<file path="src/hdl/gpx_pkg.sv">
package gpx_pkg;

  // Fixed widths of the bus and pin fields
  localparam int AddrW  = 7;
  localparam int ByteW  = 8;
  localparam int PtrW   = 3;
  localparam int PinIdxW = 4;
  localparam int PinsW  = 16;
  localparam int CfgDataW = 32;
  localparam int CfgAddrW = 3;

  localparam logic [AddrW-1:0] DevAddrReset = 7'h74;
  localparam logic [ByteW-1:0] ByteOnes     = 8'hff;
  localparam logic [ByteW-1:0] ByteZero     = 8'h00;

  // Event kinds
  typedef enum logic [1:0] {
    OP_BUS_WR   = 2'd0,
    OP_BUS_RD   = 2'd1,
    OP_PIN      = 2'd2,
    OP_RST_LINE = 2'd3
  } op_t;

  // Register groups, selected by pointer bits [2:1]
  typedef enum logic [1:0] {
    GRP_INPUT     = 2'd0,
    GRP_OUTPUT    = 2'd1,
    GRP_POLARITY  = 2'd2,
    GRP_DIRECTION = 2'd3
  } grp_t;

  // Register index of the configuration port
  localparam logic REG_DEV_ADDR = 1'b0;

  typedef struct packed {
    logic [1:0]         opcode;
    logic [AddrW-1:0]   bus_address;
    logic [ByteW-1:0]   write_byte;
    logic               restart;
    logic               stop;
    logic [PinIdxW-1:0] pin_index;
    logic               line_level;
  } item_t;

  typedef struct packed {
    logic             status;
    logic [ByteW-1:0] read_byte;
    logic [PinsW-1:0] pin_values;
    logic [PinsW-1:0] pin_drive_enable;
    logic             irq_n;
  } result_t;

  // Physical level of one bank: inputs show the external level, outputs the latch
  function automatic logic [ByteW-1:0] port_level(input logic [ByteW-1:0] ext,
                                                  input logic [ByteW-1:0] dir,
                                                  input logic [ByteW-1:0] latch);
    port_level = (ext & dir) | (latch & ~dir);
  endfunction

endpackage

</file>
<file path="src/hdl/gpx_in_if.sv">
interface gpx_in_if;
  logic            valid;
  logic            ready;
  gpx_pkg::item_t  data;

  modport source (output valid, output data, input ready);
  modport sink   (input valid, input data, output ready);
endinterface

</file>
<file path="src/hdl/gpx_out_if.sv">
interface gpx_out_if;
  logic             valid;
  logic             ready;
  gpx_pkg::result_t data;

  modport source (output valid, output data, input ready);
  modport sink   (input valid, input data, output ready);
endinterface

</file>
<file path="src/hdl/gpx_cfg.sv">
module gpx_cfg (
  input  logic                             clk,
  input  logic                             rst_n,
  input  logic                             psel,
  input  logic                             penable,
  input  logic                             pwrite,
  input  logic [gpx_pkg::CfgAddrW-1:0]     paddr,
  input  logic [gpx_pkg::CfgDataW-1:0]     pwdata,
  output logic [gpx_pkg::CfgDataW-1:0]     prdata,
  output logic [gpx_pkg::AddrW-1:0]        dev_addr
);

  logic [gpx_pkg::AddrW-1:0] dev_addr_r;
  logic [gpx_pkg::AddrW-1:0] dev_addr_nxt;
  logic                      hit;

  // Decode the single word register
  assign hit = (paddr[gpx_pkg::CfgAddrW-1] == gpx_pkg::REG_DEV_ADDR);

  // Take the write at the access phase
  always_comb begin
    dev_addr_nxt = dev_addr_r;
    if (psel && penable && pwrite && hit) begin
      dev_addr_nxt = pwdata[gpx_pkg::AddrW-1:0];
    end
  end

  always_ff @(posedge clk) begin
    if (!rst_n) begin
      dev_addr_r <= gpx_pkg::DevAddrReset;
    end else begin
      dev_addr_r <= dev_addr_nxt;
    end
  end

  // Read back
  assign prdata = hit ? {{(gpx_pkg::CfgDataW-gpx_pkg::AddrW){1'b0}}, dev_addr_r}
                      : '0;
  assign dev_addr = dev_addr_r;

endmodule

</file>
<file path="src/hdl/gpx_core.sv">
module gpx_core (
  input  logic                      clk,
  input  logic                      rst_n,
  input  logic                      step,
  input  gpx_pkg::item_t            item,
  input  logic [gpx_pkg::AddrW-1:0] dev_addr,
  output gpx_pkg::result_t          res
);

  localparam int BW = gpx_pkg::ByteW;

  logic [1:0][BW-1:0] latch_r, latch_nxt;
  logic [1:0][BW-1:0] pol_r, pol_nxt;
  logic [1:0][BW-1:0] dir_r, dir_nxt;
  logic [1:0][BW-1:0] snap_r, snap_nxt;
  logic [gpx_pkg::PinsW-1:0] ext_r, ext_nxt;
  logic [gpx_pkg::PtrW-1:0]  ptr_r, ptr_nxt;
  logic open_r, open_nxt;
  logic exp_r, exp_nxt;
  logic held_r, held_nxt;
  logic irq_r, irq_nxt;

  logic [1:0][BW-1:0] port_cur, port_new;
  logic               bank;
  logic               bus_op;
  logic               bus_err;
  logic               exp_v;
  logic               irq_eval;
  logic               irq_set;
  logic               snap_all;
  logic               snap_rd;
  logic               pending;
  logic               status;
  logic [BW-1:0]      rbyte;

  assign bank    = ptr_r[0];
  assign bus_op  = (item.opcode == gpx_pkg::OP_BUS_WR) || (item.opcode == gpx_pkg::OP_BUS_RD);
  assign bus_err = (item.bus_address != dev_addr) || held_r;

  // Port levels from the current registers
  always_comb begin
    for (int b = 0; b < 2; b++) begin
      port_cur[b] = gpx_pkg::port_level(ext_r[b*BW +: BW], dir_r[b], latch_r[b]);
    end
  end

  // Register updates for one event
  always_comb begin
    latch_nxt = latch_r;
    pol_nxt   = pol_r;
    dir_nxt   = dir_r;
    ext_nxt   = ext_r;
    ptr_nxt   = ptr_r;
    open_nxt  = open_r;
    exp_nxt   = exp_r;
    held_nxt  = held_r;
    exp_v     = exp_r;
    irq_eval  = 1'b0;
    irq_set   = 1'b0;
    snap_all  = 1'b0;
    snap_rd   = 1'b0;
    status    = 1'b0;
    rbyte     = '0;
    case (item.opcode)
      gpx_pkg::OP_BUS_WR, gpx_pkg::OP_BUS_RD: begin
        if (bus_err) begin
          status = 1'b1;
        end else begin
          if ((!open_r || item.restart) && (item.opcode == gpx_pkg::OP_BUS_WR)) begin
            exp_v = 1'b1;
          end
          if (item.opcode == gpx_pkg::OP_BUS_WR) begin
            if (exp_v) begin
              ptr_nxt = item.write_byte[gpx_pkg::PtrW-1:0];
              exp_v   = 1'b0;
            end else begin
              case (ptr_r[2:1])
                gpx_pkg::GRP_OUTPUT:    latch_nxt[bank] = item.write_byte;
                gpx_pkg::GRP_POLARITY:  pol_nxt[bank]   = item.write_byte;
                gpx_pkg::GRP_DIRECTION: begin
                  dir_nxt[bank] = item.write_byte;
                  irq_eval      = 1'b1;
                end
                default: ;
              endcase
              ptr_nxt = ptr_r ^ gpx_pkg::PtrW'(1);
            end
          end else begin
            case (ptr_r[2:1])
              gpx_pkg::GRP_INPUT: begin
                rbyte    = port_cur[bank] ^ (pol_r[bank] & dir_r[bank]);
                snap_rd  = 1'b1;
                irq_eval = 1'b1;
              end
              gpx_pkg::GRP_OUTPUT:   rbyte = latch_r[bank];
              gpx_pkg::GRP_POLARITY: rbyte = pol_r[bank];
              default:               rbyte = dir_r[bank];
            endcase
            ptr_nxt = ptr_r ^ gpx_pkg::PtrW'(1);
          end
          // Close the transfer on stop
          if (item.stop) begin
            open_nxt = 1'b0;
            exp_v    = 1'b1;
          end else begin
            open_nxt = 1'b1;
          end
          exp_nxt = exp_v;
        end
      end
      gpx_pkg::OP_PIN: begin
        if (ext_r[item.pin_index] != item.line_level) begin
          ext_nxt[item.pin_index] = item.line_level;
          if (held_r) begin
            snap_all = 1'b1;
          end else begin
            irq_eval = 1'b1;
          end
        end
      end
      default: begin
        if (!item.line_level) begin
          held_nxt  = 1'b1;
          latch_nxt = {2{gpx_pkg::ByteOnes}};
          pol_nxt   = {2{gpx_pkg::ByteZero}};
          dir_nxt   = {2{gpx_pkg::ByteOnes}};
          ptr_nxt   = '0;
          open_nxt  = 1'b0;
          exp_nxt   = 1'b1;
          snap_all  = 1'b1;
          irq_set   = 1'b1;
        end else if (held_r) begin
          held_nxt = 1'b0;
          snap_all = 1'b1;
          irq_set  = 1'b1;
        end
      end
    endcase
  end

  // Snapshot and interrupt from the updated registers
  always_comb begin
    for (int b = 0; b < 2; b++) begin
      port_new[b] = gpx_pkg::port_level(ext_nxt[b*BW +: BW], dir_nxt[b], latch_nxt[b]);
    end
    snap_nxt = snap_r;
    if (snap_all) begin
      snap_nxt = port_new;
    end else if (snap_rd) begin
      snap_nxt[bank] = port_new[bank];
    end
    pending = (|((port_new[0] ^ snap_nxt[0]) & dir_nxt[0])) ||
              (|((port_new[1] ^ snap_nxt[1]) & dir_nxt[1]));
    if (irq_set) begin
      irq_nxt = 1'b1;
    end else if (irq_eval) begin
      irq_nxt = !pending;
    end else begin
      irq_nxt = irq_r;
    end
  end

  // Result of this event
  always_comb begin
    res.status           = status;
    res.read_byte        = rbyte;
    res.pin_values       = {port_new[1], port_new[0]};
    res.pin_drive_enable = ~{dir_nxt[1], dir_nxt[0]};
    res.irq_n            = irq_nxt;
  end

  // Commit state when the event advances
  always_ff @(posedge clk) begin
    if (!rst_n) begin
      latch_r <= {2{gpx_pkg::ByteOnes}};
      pol_r   <= {2{gpx_pkg::ByteZero}};
      dir_r   <= {2{gpx_pkg::ByteOnes}};
      snap_r  <= {2{gpx_pkg::ByteZero}};
      ext_r   <= '0;
      ptr_r   <= '0;
      open_r  <= 1'b0;
      exp_r   <= 1'b1;
      held_r  <= 1'b0;
      irq_r   <= 1'b1;
    end else if (step) begin
      latch_r <= latch_nxt;
      pol_r   <= pol_nxt;
      dir_r   <= dir_nxt;
      snap_r  <= snap_nxt;
      ext_r   <= ext_nxt;
      ptr_r   <= ptr_nxt;
      open_r  <= open_nxt;
      exp_r   <= exp_nxt;
      held_r  <= held_nxt;
      irq_r   <= irq_nxt;
    end
  end

  // Reset line low restores the defaults and raises the interrupt line
  a_rst_line: assert property (@(posedge clk) disable iff (!rst_n)
    step && item.opcode == gpx_pkg::OP_RST_LINE && !item.line_level
    |=> held_r && irq_r && ptr_r == '0 && !open_r && exp_r)
    else $error("reset line low did not restore defaults");

  // Interrupt never pending while reset is held
  a_irq_held: assert property (@(posedge clk) disable iff (!rst_n)
    held_r |-> irq_r)
    else $error("interrupt pending while reset held");

  // Refused bus byte leaves the bus state alone
  a_bus_err: assert property (@(posedge clk) disable iff (!rst_n)
    step && bus_op && bus_err
    |=> $stable(ptr_r) && $stable(open_r) && $stable(latch_r) && $stable(dir_r))
    else $error("refused bus byte changed state");

  // Stop closes the transfer
  a_stop: assert property (@(posedge clk) disable iff (!rst_n)
    step && bus_op && !bus_err && item.stop |=> !open_r && exp_r)
    else $error("stop did not close transfer");

endmodule

</file>
<file path="src/hdl/i2c_sixteen_bit_gpio_expander_unit.sv">
// Channel  | Dir | Handshake            | Payload
// in_ch    | in  | valid/ready          | opcode, bus_address, write_byte, restart, stop,
//          |     |                      | pin_index, line_level
// out_ch   | out | valid/ready          | status, read_byte, pin_values, pin_drive_enable, irq_n
// cfg_*    | in  | APB write at access  | device_address at byte address 0
//
// One event per cycle sustained while the result channel is not stalled; an accepted event
// goes through the input register, then one pass through the register logic, into the result register.
// rst_n is synchronous: the state and valid registers take their defaults (the input and result data
// registers are not reset), pins read low, irq_n high. A stalled result holds in the output register
// while the input register still takes one more event; the core advances only when the output register frees up.
module i2c_sixteen_bit_gpio_expander_unit (
  input  logic                          clk,
  input  logic                          rst_n,
  gpx_in_if.sink                        in_ch,
  gpx_out_if.source                     out_ch,
  input  logic                          cfg_psel,
  input  logic                          cfg_penable,
  input  logic                          cfg_pwrite,
  input  logic [gpx_pkg::CfgAddrW-1:0]  cfg_paddr,
  input  logic [gpx_pkg::CfgDataW-1:0]  cfg_pwdata,
  output logic [gpx_pkg::CfgDataW-1:0]  cfg_prdata,
  output logic                          cfg_pready
);

  gpx_pkg::item_t            inq_r, inq_nxt;
  logic                      inq_vld_r, inq_vld_nxt;
  gpx_pkg::result_t          res_r, res_nxt;
  logic                      out_vld_r, out_vld_nxt;
  gpx_pkg::result_t          core_res;
  logic [gpx_pkg::AddrW-1:0] dev_addr;
  logic                      advance;
  logic                      in_take;

  gpx_cfg u_cfg (
    .clk      (clk),
    .rst_n    (rst_n),
    .psel     (cfg_psel),
    .penable  (cfg_penable),
    .pwrite   (cfg_pwrite),
    .paddr    (cfg_paddr),
    .pwdata   (cfg_pwdata),
    .prdata   (cfg_prdata),
    .dev_addr (dev_addr)
  );
  assign cfg_pready = 1'b1;

  gpx_core u_core (
    .clk      (clk),
    .rst_n    (rst_n),
    .step     (advance),
    .item     (inq_r),
    .dev_addr (dev_addr),
    .res      (core_res)
  );

  // Advance when the output register is free or being drained
  assign advance     = inq_vld_r && (!out_vld_r || out_ch.ready);
  assign in_ch.ready = !inq_vld_r || advance;
  assign in_take     = in_ch.valid && in_ch.ready;

  // Input and output register next values
  always_comb begin
    inq_nxt     = inq_r;
    inq_vld_nxt = inq_vld_r;
    res_nxt     = res_r;
    out_vld_nxt = out_vld_r;
    if (in_take) begin
      inq_nxt     = in_ch.data;
      inq_vld_nxt = 1'b1;
    end else if (advance) begin
      inq_vld_nxt = 1'b0;
    end
    if (advance) begin
      res_nxt     = core_res;
      out_vld_nxt = 1'b1;
    end else if (out_ch.ready) begin
      out_vld_nxt = 1'b0;
    end
  end

  always_ff @(posedge clk) begin
    if (!rst_n) begin
      inq_vld_r <= 1'b0;
      out_vld_r <= 1'b0;
    end else begin
      inq_vld_r <= inq_vld_nxt;
      out_vld_r <= out_vld_nxt;
    end
  end

  always_ff @(posedge clk) begin
    inq_r <= inq_nxt;
    res_r <= res_nxt;
  end

  assign out_ch.valid = out_vld_r;
  assign out_ch.data  = res_r;

  // Core steps only with a held event and room downstream
  a_adv: assert property (@(posedge clk) disable iff (!rst_n)
    advance |-> inq_vld_r && (!out_vld_r || out_ch.ready))
    else $error("core stepped without room");

  // A stalled result stays put
  a_hold: assert property (@(posedge clk) disable iff (!rst_n)
    out_vld_r && !out_ch.ready |=> out_vld_r && $stable(res_r))
    else $error("stalled result changed");

  // An advance always lands a result
  a_land: assert property (@(posedge clk) disable iff (!rst_n)
    advance |=> out_vld_r)
    else $error("advanced event produced no result");

endmodule

</file>
<file path="src/flat_wrapper.sv">
// flat-port wrapper written by rule: the top's interface ports become plain ports
module i2c_sixteen_bit_gpio_expander_unit_flat 
  (clk, rst_n, cfg_psel, cfg_penable, cfg_pwrite, cfg_paddr, cfg_pwdata, cfg_prdata, cfg_pready, in_ch_valid, in_ch_data, in_ch_ready, out_ch_valid, out_ch_data, out_ch_ready);
  gpx_in_if in_ch_i ();
  gpx_out_if out_ch_i ();
  input  logic clk;
  input  logic rst_n;
  input  logic cfg_psel;
  input  logic cfg_penable;
  input  logic cfg_pwrite;
  input  logic [gpx_pkg::CfgAddrW-1:0] cfg_paddr;
  input  logic [gpx_pkg::CfgDataW-1:0] cfg_pwdata;
  output logic [gpx_pkg::CfgDataW-1:0] cfg_prdata;
  output logic cfg_pready;
  input wire logic [$bits(in_ch_i.valid)-1:0] in_ch_valid;
  input wire logic [$bits(in_ch_i.data)-1:0] in_ch_data;
  output wire logic [$bits(in_ch_i.ready)-1:0] in_ch_ready;
  output wire logic [$bits(out_ch_i.valid)-1:0] out_ch_valid;
  output wire logic [$bits(out_ch_i.data)-1:0] out_ch_data;
  input wire logic [$bits(out_ch_i.ready)-1:0] out_ch_ready;
  assign in_ch_i.valid = in_ch_valid;
  assign in_ch_i.data = in_ch_data;
  assign in_ch_ready = in_ch_i.ready;
  assign out_ch_valid = out_ch_i.valid;
  assign out_ch_data = out_ch_i.data;
  assign out_ch_i.ready = out_ch_ready;
  i2c_sixteen_bit_gpio_expander_unit u_core (.clk(clk), .rst_n(rst_n), .in_ch(in_ch_i), .out_ch(out_ch_i), .cfg_psel(cfg_psel), .cfg_penable(cfg_penable), .cfg_pwrite(cfg_pwrite), .cfg_paddr(cfg_paddr), .cfg_pwdata(cfg_pwdata), .cfg_prdata(cfg_prdata), .cfg_pready(cfg_pready));
endmodule
</file>
<file path="config.mk">
export PLATFORM = sky130hd
export DESIGN_NAME = i2c_sixteen_bit_gpio_expander_unit_flat
export DESIGN_NICKNAME = d
export VERILOG_FILES = /design/src/hdl/gpx_pkg.sv /design/src/hdl/gpx_in_if.sv /design/src/hdl/gpx_out_if.sv /design/src/hdl/gpx_cfg.sv /design/src/hdl/gpx_core.sv /design/src/hdl/i2c_sixteen_bit_gpio_expander_unit.sv /design/src/flat_wrapper.sv
export SDC_FILE = /design/constraint.sdc
export NUM_CORES = 1
export LEC_CHECK = 0
export BUFFER_PORTS_ARGS = -buffer_cell sky130_fd_sc_hd__buf_2
export CAP_MARGIN = 20
export CORE_ASPECT_RATIO = 1.5
export CORE_UTILIZATION = 58
export DETAILED_ROUTE_END_ITERATION = 16
export PLACE_DENSITY = 0.79
export SETUP_SLACK_MARGIN = 0.3
export SKIP_LAST_GASP = 1
export SYNTH_ARGS = -nofsm -noshare
export SYNTH_HDL_FRONTEND = slang
export SYNTH_SLANG_ARGS = --single-unit
</file>
<file path="constraint.sdc">
create_clock -name clk -period 3.5 [get_ports clk]
set_input_delay 1.05 -clock clk [delete_from_list [all_inputs] [get_ports clk]]
set_output_delay 1.05 -clock clk [all_outputs]
set_load 0.005 [all_outputs]
</file>
After elaboration in Yosys (flattened, before gate mapping). Cells that the tools add are included.

Flip-flop bits (word level): 162. Word-level logic and storage cells: 191. Output and inout port bits: 77.

Bitwise logic cells: 28. Reductions and logical operators: 30. Equal/unequal tests: 13. Mux-type cells: 86. Order comparisons: 4.

Operators with widths (number): two-way mux 16 bit (19); one-hot mux 16 bit (2 select lines) (3); AND 8 bit (11); two-way mux 8 bit (11); bitwise mux 16 bit (5); two-way mux 1 bit (34); inverter 8 bit (4); bitwise OR 8 bit (4); one-hot mux 8 bit (3 select lines) (1); XOR 8 bit (3); inverter 16 bit (1); OR reduction 8 bit (2); two-way mux 3 bit (4); inequality test 2 bit (second input constant) (5); demux 8 bit (select 1 bit) (1); logical AND 1 bit (8); one-hot mux 1 bit (2 select lines) (4); two-way mux 7 bit (1); inequality test 7 bit (1); AND reduction 7 bit (1); == test 2 bit (second input constant) (3); one-hot mux 3 bit (2 select lines) (1); AND reduction 6 bit (1); OR reduction 3 bit (2); 17 further kinds (31).

Longest topological paths before layout. Gate-level depths: netlist (run 1).

Depth after elaboration: 25. Mapped depth: 13. Depth with buffers taken out: 11.

Cells and area by module. A second synthesis (run 1) with hierarchy kept.

Cell total of the unflattened synthesis: 823. Area total of the unflattened synthesis: 8463.1 µm².

By module, submodules not included: gpx_core (sequential area each 1741.7 µm², cells an instance 682, instances 1, area an instance 5805.6 µm²); i2c_sixteen_bit_gpio_expander_unit (sequential area each 2021.9 µm², cells an instance 77, instances 1, area an instance 2097.0 µm²); gpx_cfg (sequential area each 140.1 µm², cells an instance 64, instances 1, area an instance 560.5 µm²).

Worst setup path before layout (run 1). No wires, ideal clock.

Path kind: input to register. Start: input port out_ch_ready. End: register u_core.res_r, in the netlist u_core.out_ch.data[0] (enable). Stages: 4. Data arrival time: 2.819 ns. Slack: 0.259 ns. Path buffers: 1. Data required time: 3.077 ns. Path through: nor2b_1 -> nand2b_1 -> clkinv_1 -> clkbuf_1.

Longest elaborated chain between the ends: 2.

Ends and longest elaborated chain: from (decl) (line flat_wrapper.sv:20) `input wire logic [$bits(out_ch_i.ready)-1:0] out_ch_ready;`; logical OR 1 bit (line i2c_sixteen_bit_gpio_expander_unit.sv:58) `assign advance = inq_vld_r && (!out_vld_r || out_ch.ready);`; logical AND 1 bit (line i2c_sixteen_bit_gpio_expander_unit.sv:58); named net u_core.advance (line i2c_sixteen_bit_gpio_expander_unit.sv:32) `logic advance;`; to (signal assigned) (line i2c_sixteen_bit_gpio_expander_unit.sv:94) `res_r <= res_nxt;`; to (decl) (line i2c_sixteen_bit_gpio_expander_unit.sv:28) `gpx_pkg::result_t res_r, res_nxt;`.

The timed path passes the listed nets, and every way through them passes these cells. A chain may end at the register's enable or synchronous reset.

==> results of run 1 <==
stage by stage:
stage / hold slack (ns) / utilization [%] / power, µW / setup WS [ns]
global route: 0.501 / 67.8 / 4860 / 0.262
finish: 0.469 / 67.8 / 4710 / 0.318
floorplan: 0.449 / - / 2600 / 0.712
global placement: 0.455 / 63.4 / 2830 / 0.284
detailed placement: 0.461 / 63.4 / 2840 / 0.236
CTS: 0.470 / 67.3 / 4690 / 0.315
cell usage after synthesis (19+ instances only):
cell | n | share of area [%]
mux2i_1 | 34 | 3.7
nor3_1 | 36 | 2.0
dfxtp_1 | 96 | 21
nor2_1 | 110 | 4.5
a31oi_1 | 19 | 1.3
mux2_2 | 24 | 2.9
o211ai_1 | 22 | 1.8
inv_1 | 24 | 0.98
a21oi_1 | 73 | 4.0
buf_4 | 27 | 2.2
edfxtp_1 | 66 | 22
nand2_1 | 71 | 2.9
o21ai_0 | 52 | 2.8
clkbuf_1 | 51 | 2.1
state kept, by name (all words and copies together), names as in the netlist, 3 cells and up:
name,cells
u_core.u_core.ext_r,16
u_core.out_ch.data,42
u_core.u_cfg.dev_addr,7
u_core.inq_r,24
u_core.u_core.pol_r,16
u_core.u_core.dir_r,16
u_core.u_core.ptr_r,3
u_core.u_core.latch_r,16
u_core.u_core.snap_r,16
worst max-delay path by stage:
stage / endpoint / slack, ns / depth (start not counted)
floorplan: u_core.out_ch.data[0] / 0.71 / 12
global placement: u_core.out_ch.data[0] / 0.28 / 12
detailed placement: u_core.u_core.pol_r[10] / 0.24 / 11
CTS: u_core.out_ch.data[0] / 0.32 / 12
global route: u_core.u_core.pol_r[5] / 0.26 / 11
finish: u_core.out_ch.data[0] / 0.32 / 11
metal layers:
metal | up-vias | wire (µm)
li1 | 3826 | -
met1 | 3960 | 10600
met2 | 485 | 13800
met3 | 130 | 2390
met4 | 0 | 2140
met5 | - | 0
report_power, final:
group	internal, µW	switching (µW)	leakage [µW]
clock network	1060	813	0.000265
registers	2070	100	0.00142
logic	258	415	0.00241
layout make-up:
| type | instances | area [µm²] | area share, % |
|---|---|---|---|
| clock buffers | 19 | 433 | 4.10 |
| repair buffers | 136 | 815 | 7.72 |
| well taps | 203 | 254 | 2.41 |
| inverters | 27 | 101 | 0.961 |
| flip-flops and latches | 162 | 3900 | 37.0 |
| clock inverters | 13 | 151 | 1.44 |
| multi-input cells | 737 | 4890 | 46.4 |
worst max-delay path: stages (launching register included):
cell	delay [ns]
edfxtp_1	0.43
inv_1	0.11
ha_2	0.23
or3b_1	0.39
o31a_1	0.25
o22ai_1	0.45
xnor2_1	0.14
o31a_1	0.12
a2111oi_0	0.41
buf_4	0.20
a21oi_1	0.06
nor3_1	0.19
cells by family after synthesis:
kind of cell	share of synthesized area (%)
and+or+nand+nor	16.9
AOI/OAI and AO/OA	20.7
DFF	42.4
buffers and inverters	6.28
muxes	10.7
xor gates and xnor gates	2.28
adders and majority gates	0.679
other	0.0816
placed cells by master, fill, tap and decap left out, types with 11 or more instances in the layout:
master | netlist | final
a211oi_1 | 11 | 11
o211ai_1 | 22 | 22
nor2b_1 | 14 | 14
xnor2_1 | 16 | 16
nor2_1 | 110 | 109
nor3_1 | 36 | 34
a31oi_1 | 19 | 19
and2_1 | 14 | 14
conb_1 | 2 | 26
mux2i_1 | 34 | 33
o22ai_1 | 15 | 13
inv_1 | 24 | 24
nand2_1 | 71 | 71
nand4_1 | 11 | 11
edfxtp_1 | 66 | 66
o21ai_0 | 52 | 52
clkbuf_16 | 0 | 17
o31a_1 | 12 | 12
o31ai_1 | 15 | 15
dfxtp_1 | 96 | 96
mux4_2 | 13 | 13
buf_4 | 27 | 45
mux2_2 | 24 | 24
buf_2 | 9 | 89
a21oi_1 | 73 | 72
timing repair:
item | 4_1_cts | 5_1_grt
gates resized for setup | 4 | 15
buffers inserted | 0 | 3
pin swaps | 0 | 0
setup endpoints to repair | 17 | 20
==> metrics.md, run 1 <==
| Metric | Value |
|---|---|
| Global-route wire length before repair | `about 44,000 µm` |
| Outcome | `finished with violations` |
| Vias in the first global route | `a little under 8,000` |
| NumNets Final | `about 1,200` |
| Worst path required time | `3.75 ns` |
| Unrepaired setup endpoints after global routing | `false` |
| Primary FF master, synth | `dfxtp_1` |
| Starting density of the core | `between 50% and 60%` |
| DRT iter0 DRCs | `between 800 and 900` |
| Worst-Margin Slew | `0.682 ns` |
| Layout cells sized above 1 | `between 20% and 30%` |
| Tot GR Track Use | `35.8%` |
| Max_cap viols | `0` |
| Inserted Diodes | `0` |
| CORE AREA | `0.0156 mm²` |
| DRT antenna net count | `0` |
| Htree depth | `4` |
| Final period utilization | `approximately 91%` |
| PwrDens | `447 mW/mm²` |
| Sequential-to-total area share from yosys stat | `between 40% and 50%` |
| Most Used Layer, Global Route | `met2` |
| CTS clock-pin slew for the worst setup and hold paths | `0.07 ns` |
| Syn Area/Cell | `9.25 µm²` |
| Reg2reg start | `u_core.inq_r[22]` |
| Worst skew pair latency | `~0.44 ns` |
| Hold_buf cts | `0` |
| # fillers | `~1,300` |
| Port Buf Inserts | `between 80 and 90` |
| Finished Layout Cells | `approximately 1,300` |
| Period minus WS final | `3.18 ns` |
| Synth cell types | `80` |
| CP Capture Type | `flop` |
| Die width | `105 µm` |
| Flops & latches, synth | `162` |
| Drt via density | `between 6 and 7` |
| Final setup fails | `0` |
| CTS buffer count | `17` |
| Setup TNS | `0 ns` |
| IO Count | `between 100 and 150` |
| Setup slack, reg-to-reg | `between 0.3 and 0.4 ns` |
| TritonCTS clock tree | `yes` |
| R2R depth | `11` |
| Initial antenna violation count | `0` |
| Cells after Synth | `roughly 1,000` |
| # placed instances | `between 1,000 and 1,500` |
| Asr flop ratio synth | `0%` |
| F_max | `between 0.3 and 0.4 GHz` |
| Crit path kind | `reg -> reg` |
| Detailed Route WL | `28,900 µm` |
| EDFF count, synth | `66` |
| Hold Path Depth | `2` |
| R2r endpoint | `u_core.out_ch.data[0]` |
| Post-DP Area | `between 0.009 and 0.01 mm²` |
| Failing checks | `DRC` |
| Grt ovf | `0` |
| Max-slew violations | `0` |
| Slew HR | `54.5%` |
| Max VDD drop | `0.424 mV` |
| CTS sink cnt | `between 150 and 200` |
| Detail Placement HPWL | `about 21,000 µm` |
| Min-delay src | `u_core.u_core.snap_r[6]` |
| Met3 GRT Util | `a little under 7%` |
| Largest net degree at the start of global routing | `60` |
| Mapped cell area | `~0.009 mm²` |
| Via count | `between 8,000 and 9,000` |
| Clock buffer depth | `2` |
| Yosys warns | `0` |
| Leak | `between 0.004 and 0.005 µW` |
| GPL Wtd Cong | `1.03` |
| Post-route DRC violation count | `1` |
| Layout area overhead | `14.5%` |
| # rows | `56` |
| Worst hold path endpoint | `u_core.u_core.snap_r[6]` |
| Die area | `around 0.016 mm²` |
| DR pass1 iterations | `13` |
| Arrival time worst endpoint | `approximately 3.4 ns` |
| Die Span Y | `156 µm` |
| Final setup skew | `approximately 0.0085 ns` |
| Fin. Hold Viols | `0` |
| Final Instance Area | `about 0.011 mm²` |
| Crit path launch | `u_core.inq_r[22]` |
| Critical Path Fanout Max | `4` |
| Worst Setup Start Kind | `flop` |
| GR Util met1 | `about 42%` |
| Tightest Hold Check Type | `reg -> reg` |
| Root buf cell | `clkbuf_16` |
| Met2 usage | `between 50% and 60%` |
| Post-DR wirelength/cell | `22.3 µm` |
Note: power is estimated with default switching activity, not from simulation.
==> run 2, diff against run 1 <==
--- a/config.mk
+++ b/config.mk
@@ -8,9 +8,9 @@
 export BUFFER_PORTS_ARGS = -buffer_cell sky130_fd_sc_hd__buf_2
 export CAP_MARGIN = 20
 export CORE_ASPECT_RATIO = 1.5
-export CORE_UTILIZATION = 58
+export CORE_UTILIZATION = 52
 export DETAILED_ROUTE_END_ITERATION = 16
-export PLACE_DENSITY = 0.79
+export PLACE_DENSITY = 0.75
 export SETUP_SLACK_MARGIN = 0.3
 export SKIP_LAST_GASP = 1
 export SYNTH_ARGS = -nofsm -noshare
==> constraint.sdc (replaced) <==
create_clock -name clk -period 2.63 [get_ports clk]
set_input_delay 0.789 -clock clk [delete_from_list [all_inputs] [get_ports clk]]
set_output_delay 0.789 -clock clk [all_outputs]
set_load 0.005 [all_outputs]
==> run 2 against run 1 <==
  * Sequential power grew 33%
  * Utilization grew 8.1 points
  * Routed wire length grew 30%
  * The flow finishes with violations (setup timing)
  * Flip-flop and latch count is the same
  * Critical endpoint unchanged
  * Critical path type unchanged
==> metrics.md, run 2 (same netlist as run 1, synthesis figures left out) <==
| Metric | Value |
|---|---|
| Most common cell after layout, fill and taps aside | `buf_4` |
| Die area | `0.0183 mm² (+11%)` |
| Critical Path Fanout Max | `6 (+2)` |
| DRT iter0 DRCs | `1,171 (+45%)` |
| Post-DP Area | `0.0111 mm² (+13%)` |
| PwrDens | `520 mW/mm² (+16%)` |
| Post-DR wirelength/cell | `25.0 µm (+12%)` |
| Port Buf Inserts | `89 (unchanged)` |
| CTS clock-pin slew for the worst setup and hold paths | `0.07 ns (about the same)` |
| Layout Utilization | `75.9% (+8.1 points)` |
| Die width | `111 µm (+5.5%)` |
| Drt via density | `6.59 (+1.8%)` |
| Outcome | `finished with violations` |
| Die Span Y | `165 µm (+5.5%)` |
| Finished Layout Cells | `1,511 (+16%)` |
| Max VDD drop | `0.471 mV (+11%)` |
| Htree depth | `4 (unchanged)` |
| Detailed Route WL | `37,700 µm (+30%)` |
| Vias in the first global route | `9,401 (+22%)` |
| Reg2reg start | `u_core.inq_r[23]` |
| Layout cells sized above 1 | `44.1% (+22 points)` |
| Most frequent cells in the layout | `buf_4, nor2_1, dfxtp_1` |
| Setup slack, reg-to-reg | `-0.61 ns (-0.92 ns)` |
| CP Capture Type | `flop` |
| Max reg flops | `42 (unchanged)` |
| Final period utilization | `123% (+32 points)` |
| IO Count | `143 (unchanged)` |
| R2r endpoint | `u_core.out_ch.data[0]` |
| DR pass1 iterations | `6 (-7)` |
| Global-route wire length before repair | `52,400 µm (+19%)` |
| Grt ovf | `0 (unchanged)` |
| CTS buffer count | `17 (unchanged)` |
| Detail Placement HPWL | `23,100 µm (+11%)` |
| Initial antenna violation count | `0 (unchanged)` |
| Post-route DRC violation count | `0 (-1)` |
| Failing checks | `setup timing` |
| Root buf cell | `clkbuf_16` |
| Final setup fails | `24 (+24)` |
| Crit path kind | `reg -> reg` |
| Min-delay src | `u_core.u_core.snap_r[6]` |
| GPL Wtd Cong | `1.02 (-1.0%)` |
| Worst skew pair latency | `0.44 ns (about the same)` |
| Tightest Hold Check Type | `reg -> reg` |
| R2R depth | `13 (+2)` |
| DRT antenna net count | `0 (unchanged)` |
| Final setup skew | `0.00767 ns (-0.000802 ns)` |
| Setup ws final | `-0.606 ns (-0.924 ns)` |
| Worst path required time | `2.92 ns (-0.83 ns)` |
| Clock buffer depth | `2 (unchanged)` |
| CTS sink cnt | `162 (unchanged)` |
| TritonCTS clock tree | `yes` |
| Max-slew violations | `0 (unchanged)` |
| NumNets Final | `1,356 (+18%)` |
| Period minus WS final | `3.24 ns (+0.0540 ns)` |
| Largest net degree at the start of global routing | `52 (-13%)` |
| Hold_ws | `0.481 ns (+0.0118 ns)` |
| Starting density of the core | `53.1% (-6.1 points)` |
| Total power | `6850 µW (+45%)` |
| F_max | `0.309 GHz (-1.7%)` |
| Worst hold path endpoint | `u_core.u_core.snap_r[6]` |
| # placed instances | `1,417 (+12%)` |
| Layout area overhead | `43.0%` |
| Crit path launch | `u_core.inq_r[23]` |
| Via count | `9,963 (+19%)` |
| Max_cap viols | `0 (unchanged)` |
| # rows | `59 (+5.4%)` |
| Tot GR Track Use | `38.2% (+2.4 points)` |
| Fin. Hold Viols | `0 (unchanged)` |
| Leak | `0.00532 µW (+30%)` |
| Inserted Diodes | `0 (unchanged)` |
| Worst-Margin Slew | `0.765 ns (+0.0828 ns)` |
| Unrepaired setup endpoints after global routing | `true` |
| CORE AREA | `0.0173 mm² (+12%)` |
| Arrival time worst endpoint | `3.52 ns (+0.09 ns)` |
| Slew HR | `48.8% (-5.7 points)` |
| Hold Path Depth | `2 (unchanged)` |
| Worst Setup Start Kind | `flop` |
| Final Instance Area | `0.0132 mm² (+25%)` |
[run 2: changes by cell type in the layout (fill, tap and decap cells not counted), moves of 14 or more]
| cell | change |
|---|---|
| a21oi_1 | -14 |
| buf_4 | +165 |
| buf_6 | +29 |
| nor3_1 | -15 |
| o21ai_0 | -33 |
| o21ai_1 | +21 |
[run 2: worst max-delay path by stage]
stage	to	slack, ns	depth (start not counted)
floorplan	u_core.u_core.snap_r[12]	0.01	10
global placement	u_core.out_ch.data[0]	-0.36	12
detailed placement	u_core.out_ch.data[0]	-0.34	12
CTS	u_core.out_ch.data[0]	-0.25	9
global route	u_core.out_ch.data[0]	-0.68	13
finish	u_core.out_ch.data[0]	-0.61	13
[run 2: through the flow]
stage | setup TNS (ns) | setup slack (ns)
CTS | -3.04 | -0.249
finish | -6.52 | -0.606
global route | -8.87 | -0.681
floorplan | 0 | 0.0102
global placement | -4.14 | -0.364
detailed placement | -5.15 | -0.343
[run 2: worst max-delay path: stages, from the launching register on]
cell       delay, ns
edfxtp_1        0.41
buf_6           0.15
buf_4           0.14
ha_4            0.18
nor2b_4         0.13
buf_6           0.15
buf_4           0.14
nor2_1          0.58
nor2_1          0.21
o31a_1          0.37
a2111oi_2       0.22
buf_4           0.18
a21oi_1         0.10
nor3_2          0.13
[run 2: cell type report]
| type | instances | area, µm² |
|---|---|---|
| tap | 213 | 267 |
| clock buffer | 20 | 437 |
| multi-input combinational | 738 | 5770 |
| clock inverter | 12 | 131 |
| timing repair buffer | 339 | 2540 |
| fill | 1122 | 4180 |
| inverter | 27 | 116 |
| sequential | 162 | 3900 |
[run 2: layer usage]
layer / global-route usage, % / up-vias / share of wire, %
met1: 40.2 / 4586 / 32
met2: 64.8 / 828 / 46
met3: 8.26 / 317 / 11
li1: - / 4232 / -
met4: 33.9 / 0 / 11
met5: 0 / - / 0
[run 2: power breakdown]
group	switching [µW]	internal [µW]	leakage, µW
combinational	819	651	0.00364
sequential	137	2750	0.00142
clock	1090	1400	0.000269
[run 2: timing repair]
action | CTS | global route
pin swaps | 67 | 36
gates cloned | 2 | 0
endpoints found under the setup margin | 78 | 95
resized for setup | 185 | 72
hold buffers | 0 | 0
setup buffers | 39 | 21
